## src/nsf_pkg.sv

```systemverilog
// Shared constants, types and codes of the NMEA sentence framer.
package nsf_pkg;

  localparam int LINE_MAX = 128;
  localparam int SLOTS    = 8;
  localparam int POS_W    = $clog2(LINE_MAX);
  localparam int SLOT_W   = $clog2(SLOTS);
  localparam int TYPE_W   = 24;
  localparam int CFG_IDX_W = 1;

  localparam logic [7:0] CH_START = 8'h24;
  localparam logic [7:0] CH_LF    = 8'h0A;
  localparam logic [7:0] CH_CR    = 8'h0D;

  localparam logic [POS_W-1:0] TYPE_CHAR1_POS = POS_W'(3);
  localparam logic [POS_W-1:0] TYPE_CHAR2_POS = POS_W'(4);
  localparam logic [POS_W-1:0] TYPE_END_POS   = POS_W'(5);
  localparam logic [POS_W-1:0] TAIL_MIN_POS   = POS_W'(7);
  localparam logic [POS_W-1:0] LAST_POS       = POS_W'(LINE_MAX - 1);
  localparam logic [SLOT_W-1:0] LAST_SLOT     = SLOT_W'(SLOTS - 1);

  localparam logic [TYPE_W-1:0] TYPE_A_RESET = 24'h474741;
  localparam logic [TYPE_W-1:0] TYPE_B_RESET = 24'h475356;

  typedef enum logic [CFG_IDX_W-1:0] {
    CFG_TYPE_A = 1'b0,
    CFG_TYPE_B = 1'b1
  } cfg_idx_t;

  typedef enum logic [2:0] {
    ST_IGNORED  = 3'd0,
    ST_STORED   = 3'd1,
    ST_REJECTED = 3'd2,
    ST_COMPLETE = 3'd3,
    ST_OVERFLOW = 3'd4
  } status_t;

  // Framing state that the classifier reads.
  typedef struct packed {
    logic [POS_W-1:0]  pos;
    logic [7:0]        type_char_one;
    logic [7:0]        type_char_two;
    logic [7:0]        prev_byte;
    logic [SLOT_W-1:0] slot;
  } frame_state_t;

  // Decision for one byte: result fields plus state update controls.
  typedef struct packed {
    status_t           status;
    logic [POS_W-1:0]  byte_position;
    logic [POS_W-1:0]  sentence_length;
    logic [SLOT_W-1:0] slot_index;
    logic              pos_advance;
    logic              pos_clear;
    logic              slot_advance;
    logic              keep_char_one;
    logic              keep_char_two;
  } frame_decision_t;

endpackage

```

## src/nsf_channels.sv

```systemverilog
// Valid/ready channel interfaces for received bytes and framing results.
interface nsf_in_if;
  import nsf_pkg::*;
  logic       valid;
  logic       ready;
  logic [7:0] rx_byte;

  modport source (output valid, output rx_byte, input ready);
  modport sink   (input valid, input rx_byte, output ready);
endinterface

interface nsf_out_if;
  import nsf_pkg::*;
  logic              valid;
  logic              ready;
  status_t           status;
  logic [POS_W-1:0]  byte_position;
  logic [POS_W-1:0]  sentence_length;
  logic [SLOT_W-1:0] slot_index;

  modport source (output valid, output status, output byte_position,
                  output sentence_length, output slot_index, input ready);
  modport sink   (input valid, input status, input byte_position,
                  input sentence_length, input slot_index, output ready);
endinterface

```

## src/nsf_classify.sv

```systemverilog
// Per-byte sentence classifier: start, type match, CR/LF end and line limit.
module nsf_classify
  import nsf_pkg::*;
(
  input  logic [7:0]        rx_byte,
  input  frame_state_t      st,
  input  logic [TYPE_W-1:0] type_a,
  input  logic [TYPE_W-1:0] type_b,
  output frame_decision_t   dec
);

  logic [TYPE_W-1:0] packed_type;
  logic              type_ok;
  logic              line_end;

  assign packed_type = {st.type_char_one, st.type_char_two, rx_byte};
  assign type_ok     = (packed_type == type_a) || (packed_type == type_b);
  assign line_end    = (st.pos > TAIL_MIN_POS) && (rx_byte == CH_LF)
                       && (st.prev_byte == CH_CR);

  always_comb begin
    dec                 = '0;
    dec.status          = ST_STORED;
    dec.byte_position   = st.pos;
    dec.keep_char_one   = (st.pos == TYPE_CHAR1_POS);
    dec.keep_char_two   = (st.pos == TYPE_CHAR2_POS);
    if (st.pos == '0 && rx_byte != CH_START) begin
      dec.status        = ST_IGNORED;
      dec.byte_position = '0;
      dec.keep_char_one = 1'b0;
      dec.keep_char_two = 1'b0;
    end else if (st.pos == TYPE_END_POS && !type_ok) begin
      dec.status    = ST_REJECTED;
      dec.pos_clear = 1'b1;
    end else if (line_end) begin
      dec.status          = ST_COMPLETE;
      dec.sentence_length = st.pos;
      dec.slot_index      = st.slot;
      dec.slot_advance    = 1'b1;
      dec.pos_clear       = 1'b1;
    end else if (st.pos == LAST_POS) begin
      dec.status    = ST_OVERFLOW;
      dec.pos_clear = 1'b1;
    end else begin
      dec.pos_advance = 1'b1;
    end
  end

endmodule

```

## src/nmea_sentence_framer_unit.sv

```systemverilog
// Top level of the NMEA sentence framer: state, config and result register.
//
//   channel  direction  transaction payload
//   in_ch    sink       rx_byte (8)
//   out_ch   source     status (3), byte_position (7), sentence_length (7),
//                       slot_index (3)
//   cfg_*    write      cfg_index selects type_a/type_b, cfg_wdata (24)
//
// One byte per cycle unless out_ch stalls; each result appears in the cycle
// after acceptance, from a single result register loaded by the classifier.
// in_ch.ready is high while the result register is empty or being taken, so
// a new byte enters in the same cycle that the previous result leaves.
// A stall on out_ch holds the result and blocks in_ch; no state moves.
// Synchronous active-low reset clears framing state and loads GGA and GSV.
module nmea_sentence_framer_unit
  import nsf_pkg::*;
(
  input  logic                 clk,
  input  logic                 rst_n,
  nsf_in_if.sink               in_ch,
  nsf_out_if.source            out_ch,
  input  logic                 cfg_we,
  input  logic [CFG_IDX_W-1:0] cfg_index,
  input  logic [TYPE_W-1:0]    cfg_wdata
);

  logic [TYPE_W-1:0] type_a_r;
  logic [TYPE_W-1:0] type_b_r;
  frame_state_t      state_r;
  frame_state_t      state_nxt;
  frame_decision_t   dec;
  logic              in_fire;

  logic              out_valid_r;
  logic              out_valid_nxt;
  status_t           status_r;
  logic [POS_W-1:0]  byte_position_r;
  logic [POS_W-1:0]  sentence_length_r;
  logic [SLOT_W-1:0] slot_index_r;

  // Accept whenever the result register is free or draining this cycle.
  assign in_ch.ready = !out_valid_r || out_ch.ready;
  assign in_fire     = in_ch.valid && in_ch.ready;

  nsf_classify u_classify (
    .rx_byte (in_ch.rx_byte),
    .st      (state_r),
    .type_a  (type_a_r),
    .type_b  (type_b_r),
    .dec     (dec)
  );

  // Next framing state for an accepted byte.
  always_comb begin
    state_nxt           = state_r;
    state_nxt.prev_byte = in_ch.rx_byte;
    if (dec.keep_char_one) begin
      state_nxt.type_char_one = in_ch.rx_byte;
    end
    if (dec.keep_char_two) begin
      state_nxt.type_char_two = in_ch.rx_byte;
    end
    if (dec.pos_clear) begin
      state_nxt.pos = '0;
    end else if (dec.pos_advance) begin
      state_nxt.pos = state_r.pos + POS_W'(1);
    end
    // Ring wraps and overwrites; no full check.
    if (dec.slot_advance) begin
      state_nxt.slot = (state_r.slot == LAST_SLOT) ? '0 : state_r.slot + SLOT_W'(1);
    end
  end

  always_comb begin
    out_valid_nxt = out_valid_r;
    if (in_fire) begin
      out_valid_nxt = 1'b1;
    end else if (out_ch.ready) begin
      out_valid_nxt = 1'b0;
    end
  end

  // Control state and configuration.
  always_ff @(posedge clk) begin
    if (!rst_n) begin
      state_r     <= '0;
      out_valid_r <= 1'b0;
      type_a_r    <= TYPE_A_RESET;
      type_b_r    <= TYPE_B_RESET;
    end else begin
      out_valid_r <= out_valid_nxt;
      if (in_fire) begin
        state_r <= state_nxt;
      end
      if (cfg_we) begin
        case (cfg_idx_t'(cfg_index))
          CFG_TYPE_A: type_a_r <= cfg_wdata;
          CFG_TYPE_B: type_b_r <= cfg_wdata;
          default: ;
        endcase
      end
    end
  end

  // Result payload: load on accept, hold while stalled.
  always_ff @(posedge clk) begin
    if (in_fire) begin
      status_r          <= dec.status;
      byte_position_r   <= dec.byte_position;
      sentence_length_r <= dec.sentence_length;
      slot_index_r      <= dec.slot_index;
    end
  end

  assign out_ch.valid           = out_valid_r;
  assign out_ch.status          = status_r;
  assign out_ch.byte_position   = byte_position_r;
  assign out_ch.sentence_length = sentence_length_r;
  assign out_ch.slot_index      = slot_index_r;

`ifndef SYNTHESIS
  // Completion, rejection and overflow restart the sentence.
  a_pos_restart: assert property (@(posedge clk) disable iff (!rst_n)
    (in_fire && (dec.status == ST_COMPLETE || dec.status == ST_REJECTED ||
                 dec.status == ST_OVERFLOW)) |=> (state_r.pos == '0))
    else $error("position not cleared after sentence end");

  // Ring slot moves only on a completed sentence.
  a_slot_hold: assert property (@(posedge clk) disable iff (!rst_n)
    !(in_fire && dec.status == ST_COMPLETE) |=> $stable(state_r.slot))
    else $error("ring slot moved without a completed sentence");

  // A completed sentence reports its length at the line feed position.
  a_len_match: assert property (@(posedge clk) disable iff (!rst_n)
    (out_valid_r && status_r == ST_COMPLETE) |->
      (sentence_length_r == byte_position_r && byte_position_r > TAIL_MIN_POS))
    else $error("completed sentence length mismatch");

  // Bytes ignored while waiting for start carry position zero.
  a_ignored_pos: assert property (@(posedge clk) disable iff (!rst_n)
    (out_valid_r && status_r == ST_IGNORED) |-> (byte_position_r == '0))
    else $error("ignored byte with nonzero position");
`endif

endmodule
```

## src/flat_wrapper.sv

```systemverilog
// flat-port wrapper written by rule: the top's interface ports become plain ports
module nmea_sentence_framer_unit_flat import nsf_pkg::*;
  (clk, rst_n, cfg_we, cfg_index, cfg_wdata, in_ch_valid, in_ch_rx_byte, in_ch_ready, out_ch_valid, out_ch_status, out_ch_byte_position, out_ch_sentence_length, out_ch_slot_index, out_ch_ready);
  nsf_in_if in_ch_i ();
  nsf_out_if out_ch_i ();
  input  logic clk;
  input  logic rst_n;
  input  logic cfg_we;
  input  logic [CFG_IDX_W-1:0] cfg_index;
  input  logic [TYPE_W-1:0] cfg_wdata;
  input wire logic [$bits(in_ch_i.valid)-1:0] in_ch_valid;
  input wire logic [$bits(in_ch_i.rx_byte)-1:0] in_ch_rx_byte;
  output wire logic [$bits(in_ch_i.ready)-1:0] in_ch_ready;
  output wire logic [$bits(out_ch_i.valid)-1:0] out_ch_valid;
  output wire logic [$bits(out_ch_i.status)-1:0] out_ch_status;
  output wire logic [$bits(out_ch_i.byte_position)-1:0] out_ch_byte_position;
  output wire logic [$bits(out_ch_i.sentence_length)-1:0] out_ch_sentence_length;
  output wire logic [$bits(out_ch_i.slot_index)-1:0] out_ch_slot_index;
  input wire logic [$bits(out_ch_i.ready)-1:0] out_ch_ready;
  assign in_ch_i.valid = in_ch_valid;
  assign in_ch_i.rx_byte = in_ch_rx_byte;
  assign in_ch_ready = in_ch_i.ready;
  assign out_ch_valid = out_ch_i.valid;
  assign out_ch_status = out_ch_i.status;
  assign out_ch_byte_position = out_ch_i.byte_position;
  assign out_ch_sentence_length = out_ch_i.sentence_length;
  assign out_ch_slot_index = out_ch_i.slot_index;
  assign out_ch_i.ready = out_ch_ready;
  nmea_sentence_framer_unit u_core (.clk(clk), .rst_n(rst_n), .in_ch(in_ch_i), .out_ch(out_ch_i), .cfg_we(cfg_we), .cfg_index(cfg_index), .cfg_wdata(cfg_wdata));
endmodule
```

## config.mk

```make
export PLATFORM = sky130hd
export DESIGN_NAME = nmea_sentence_framer_unit_flat
export DESIGN_NICKNAME = d
export VERILOG_FILES = /design/src/nsf_pkg.sv /design/src/nsf_channels.sv /design/src/nsf_classify.sv /design/src/nmea_sentence_framer_unit.sv /design/src/flat_wrapper.sv
export SDC_FILE = /design/constraint.sdc
export NUM_CORES = 1
export LEC_CHECK = 0
export ABC_AREA = 1
export BUFFER_PORTS_ARGS = -buffer_cell sky130_fd_sc_hd__buf_2
export CAP_MARGIN = 30
export CORE_ASPECT_RATIO = 0.7
export CORE_MARGIN = 2
export CORE_UTILIZATION = 58
export DETAILED_ROUTE_END_ITERATION = 16
export PLACE_DENSITY = 0.79
export SLEW_MARGIN = 30
export SYNTH_ARGS = -nofsm -noshare
export SYNTH_HDL_FRONTEND = slang
export SYNTH_HIERARCHICAL = 1
export SYNTH_SLANG_ARGS = --single-unit
```

## constraint.sdc

```tcl
create_clock -name clk -period 2.2 [get_ports clk]
set_input_delay 0.44 -clock clk [delete_from_list [all_inputs] [get_ports clk]]
set_output_delay 0.44 -clock clk [all_outputs]
set_load 0.1 [all_outputs]
```

=== Word-level counts from Yosys, hierarchy flattened ===
Cells that the tools add are included.

* Latch bits: 0
* Output and inout bits: 22
* Memories: 0
* Word-level logic and storage cells: 68
* RAM bits: 0
* ROM bits: 0
* Bits in registers: 103
* Bits of input ports: 38

* Equality and inequality tests: 10
* Bitwise operators: 2
* Muxes and demuxes: 18
* Div/mod/pow operators: 0
* Reduce and logical (&&, ||, !) cells: 21
* Order comparisons: 1
* Shift operators: 0
* Add/subtract/negate cells: 2
* Multiply operators: 0

{| class="wikitable"
|+ Operators by type and width
! kind !! number
|-
| $eq 24x24->1 || 2
|-
| $eq 8x4->1 const B || 2
|-
| $eq 7x3->1 const B || 2
|-
| $mux 7 || 2
|-
| $reduce_and 2->1 || 6
|-
| $mux 1 || 10
|-
| $mux 3 || 3
|-
| $ne 8x6->1 const B || 1
|-
| $add 7x1->7 const B || 1
|-
| $eq 7x2->1 const B || 1
|-
| $eq 7x7->1 const B || 1
|-
| $gt 7x3->1 const B || 1
|-
| $logic_not 7->1 || 1
|-
| $mux 2 || 3
|-
| $reduce_or 3->1 || 2
|-
| $logic_and 1x1->1 || 5
|-
| $reduce_bool 2->1 || 2
|-
| $add 3x1->3 const B || 1
|-
| $eq 3x3->1 const B || 1
|-
| $logic_not 1->1 || 2
|-
| $logic_or 1x1->1 || 2
|-
| $not 1->1 || 2
|-
| $reduce_or 2->1 || 1
|}

=== Longest topological paths before layout ===
* Word-level depth: 8
* Mapped depth: 16

=== Hierarchy ===
Netlist, hierarchy kept.

{| class="wikitable"
|+ Modules (own cells, without submodules)
! module !! times used !! area an instance (µm²) !! cells each
|-
| nmea_sentence_framer_unit || 1 || 3688.5 || 414
|-
| nsf_classify || 1 || 1207.4 || 283
|}

=== Least setup slack after synthesis ===
Ideal clock, no wire load.

* Path kind: reg2reg
* Start point: register u_core.out_valid_r, in the netlist u_core/out_ch.valid
* End point: register u_core/state_r[25] (netlist bit)
* Slack: 0.128 ns
* Arrival time: 1.940 ns
* Required time: 2.068 ns
* Cell stages (with the launch flop): 7
* Clock period less this slack: 2.072 ns
* Cells stage by stage: dfxtp_1 > nand2_4 > nand2_4 > inv_4 > buf_6 > nand3_1 > a21oi_1

* Cells in the longest elaborated chain, start to end: 4

{| class="wikitable"
|+ Ends and longest elaborated chain
! item !! line !! source
|-
| start, declared || nmea_sentence_framer_unit.sv:34 || <nowiki>logic out_valid_r;</nowiki>
|-
| start signal, assigned || nmea_sentence_framer_unit.sv:91 || <nowiki>out_valid_r <= out_valid_nxt;</nowiki>
|-
| $logic_not 1->1 || nmea_sentence_framer_unit.sv:42 || <nowiki>assign in_ch.ready = !out_valid_r || out_ch.ready;</nowiki>
|-
| $logic_or 1x1->1 || nmea_sentence_framer_unit.sv:42 ||
|-
| net in_ch_ready || flat_wrapper.sv:13 || <nowiki>output wire logic [$bits(in_ch_i.ready)-1:0] in_ch_ready;</nowiki>
|-
| $logic_and 1x1->1 || nmea_sentence_framer_unit.sv:43 || <nowiki>assign in_fire = in_ch.valid && in_ch.ready;</nowiki>
|-
| net u_core.in_fire || nmea_sentence_framer_unit.sv:32 || <nowiki>logic in_fire;</nowiki>
|-
| $reduce_and 2->1 (no line) || -- ||
|-
| end signal, assigned || nmea_sentence_framer_unit.sv:93 || <nowiki>state_r <= state_nxt;</nowiki>
|-
| end, declared || nmea_sentence_framer_unit.sv:29 || <nowiki>frame_state_t state_r;</nowiki>
|}

The timed path passes the listed nets, and every way through them passes these cells.
A chain may end at the register's enable or synchronous reset.

==> impl_metrics.json <==
{
  "cp_slowest_cell": "dfxtp_1",
  "die_area_um2": 9200,
  "power.switching_mw": 1.11,
  "status": "finished, final reports clean",
  "avgSynthCellArea_um2": 7.02,
  "crit_start": "u_core/state_r[33]",
  "power_density_nw_per_um2": 736,
  "synth_edf_count": 20,
  "antenna_left": 0,
  "cts_sinks": 103,
  "max_freq_ghz": 0.477,
  "rsz0062_at_grt": "true",
  "wl_per_cell_um": 14.0,
  "end_kind": "register",
  "hold_violations": 0,
  "htreeDepth": 3,
  "syn_inst": 697,
  "cts_buffers": 9,
  "ir_drop_v": 0.000658,
  "setup_viol": 0,
  "path_max_fanout": 6,
  "fp-row-count": 27,
  "clockRootBuffer": "clkbuf_16",
  "p_seq_frac": 0.509,
  "power_leakage_nw": 2.58,
  "antenna_found_initial": 0,
  "initial_core_util": 0.609,
  "final_cells": 855,
  "setup_tns_ps": 0,
  "io_buffers": 59,
  "n_antenna_cell": 0,
  "die_h_um": 80.9,
  "n_fill_cell": 698,
  "max-cap-violations": 0,
  "cp.arrival_ps": 2330,
  "netlist_top_cells_area": "dfxtp_1, nand2_1, edfxtp_1",
  "grtUsageTotal": 0.272,
  "p_int_mw": 2.95,
  "synth_cell_type_count": 31,
  "hold_path_class": "in2reg",
  "clockPowerShare": 0.364,
  "yosysTopAreaCellShare": 0.339,
  "max_stage_delay_ps": 390,
  "period_needed_ps": 2100,
  "drt_pass1_iterations": 5,
  "cts.clk_slew.worst_paths_ps": 70,
  "synth-seq-cells": 103,
  "grt_overflow": 0,
  "clk_latency_ps": 340,
  "ys_seq_area_frac": 0.462,
  "timing_worst_setup_path_type": "reg2reg",
  "vias_per_cell": 5.31,
  "drv_slew": 0,
  "pin_count": 60,
  "ys_warn_count": 6,
  "syn-cell-area_um2": 4900,
  "postCtsSetupRepairBufs": 0,
  "die_w_um": 114,
  "fin_nets": 791,
  "synthArstFlopShare": 0,
  "fin_crit_sh": 0.952,
  "required_ps": 2430,
  "critPathLaunchType": "register",
  "drive_gt1_frac": 0.160,
  "swShare": 0.273,
  "area_growth_pct": 12.7,
  "core_region_area_um2": 8040,
  "seqCellArea_um2": 2260,
  "hold_buffers": 0,
  "post_cts_resized": 0,
  "p_total_mw": 4.06,
  "post-place-cells": 839,
  "min-delay-start": "cfg_wdata[18]",
  "synth_nets": 738,
  "grt_max_degree": 31,
  "grt_pass1_vias": 4143,
  "crit_chain": "nor2_1, nand2_1, nor4_1, nand3_2, nand3_1, nor2_2, nor2_2, nand3_1, nand2_1, nor2_1",
  "grt_pass1_wl_mm": 19.4,
  "cts_tree": "built",
  "routabilityCongestion": 0.869,
  "cts_buffer_depth": 2,
  "place_ws_ps": 2.53,
  "drc": 0,
  "worstReg2RegStart": "u_core/state_r[33]",
  "fin_ws_ps": 105,
  "finClkSkew_ps": 7.04,
  "tightest_slew_ps": 547,
  "dpl.hpwl_mm": 8.28,
  "max_slew_margin": 0.636,
  "multiInputGateArea_um2": 2170,
  "routed-via-count": 4543,
  "drt-initial-drc-count": 350,
  "yosysTopAreaCell": "dfxtp_1",
  "routed_wirelength_mm": 12.0,
  "synthFlopType": "dfxtp_1",
  "pwr-share-comb": 0.128
}
## cell usage after synthesis (4+ instances only)
library cell and number:
o21ai_0 36, nor2_1 130, buf_6 4, nand3_1 51, nand2_1 193, nor2_2 12, clkbuf_1 11, inv_2 10
inv_1 70, dfxtp_1 83, a21oi_1 22, edfxtp_1 20, nor4_1 5, buf_2 10, xor2_1 11
## worst paths after layout
kind                         end  slack, ps  depth (start not counted)
min reg2reg   u_core/type_a_r[9]        480                          2
min          u_core/type_b_r[18]        310                          3
max reg2reg   u_core/state_r[29]        100                         10
max           u_core/state_r[29]        100                         10
## per-stage QoR
step	util	hold WS [ps]	instance area, um^2
floorplan	-	447	4900
global placement	0.651	459	5240
detailed placement	0.651	469	5240
CTS	0.685	302	5510
global route	0.686	311	5520
finish	0.686	309	5520
## cell families (layout without fill, tap and decap cells)
logic type	count (synthesis)	after routing	share of synthesized area
AO/OA/AOI/OAI	61	61	0.0631
AND/OR/NAND/NOR	408	409	0.351
adder cells (fa/ha/maj)	3	3	0.00767
XOR/XNOR	11	11	0.0197
buffers and inverters	111	167	0.0966
flip-flops	103	103	0.462
## placed cells by master, fill, tap and decap left out, types with 10 or more instances in the layout
master / Yosys / layout
buf_4: 3 / 11
inv_1: 70 / 70
nand3_1: 51 / 51
nor2_1: 130 / 129
inv_2: 10 / 10
xor2_1: 11 / 11
nand2_1: 193 / 193
dfxtp_1: 83 / 83
edfxtp_1: 20 / 20
o21ai_0: 36 / 36
a21oi_1: 22 / 22
buf_2: 10 / 59
nor2_2: 12 / 14
## worst max-delay path: cells and delay by family, from the launching register on
kind	cells	cell delay [ps]
and+or+nand+nor	10	1600
DFF	1	390
## flip-flops by register name, indices dropped and copies added, names as in the netlist
name,flops
u_core/type_a_r,24
u_core/out_ch.byte_position,7
u_core/out_ch.sentence_length,7
u_core/out_ch.valid,1
u_core/type_b_r,24
u_core/out_ch.status,3
u_core/state_r,34
u_core/out_ch.slot_index,3
## layer usage
| layer | global-route usage | share of wire |
|---|---|---|
| met5 | 0 | 0 |
| met4 | 0.0610 | 0.012 |
| met1 | 0.366 | 0.45 |
| met2 | 0.446 | 0.46 |
| met3 | 0.0716 | 0.072 |
## power by group through the flow
stage,Combinational (mW),Sequential [mW],Clock (mW)
after floorplan,0.250,2.22,0
after global placement,0.502,2.10,0
after detailed placement,0.515,2.11,0
after CTS,0.517,2.06,1.50
after global routing,0.571,2.07,1.58
final,0.519,2.07,1.48
## cell type report
class,instances,share of cell area
multi-input combinational,484,0.393
timing repair buffer,70,0.0685
sequential,103,0.410
clock buffer,12,0.0454
inverter,82,0.0563
tap,101,0.0229
clock inverter,3,0.00340
Note: power is estimated with default switching activity, not from simulation.
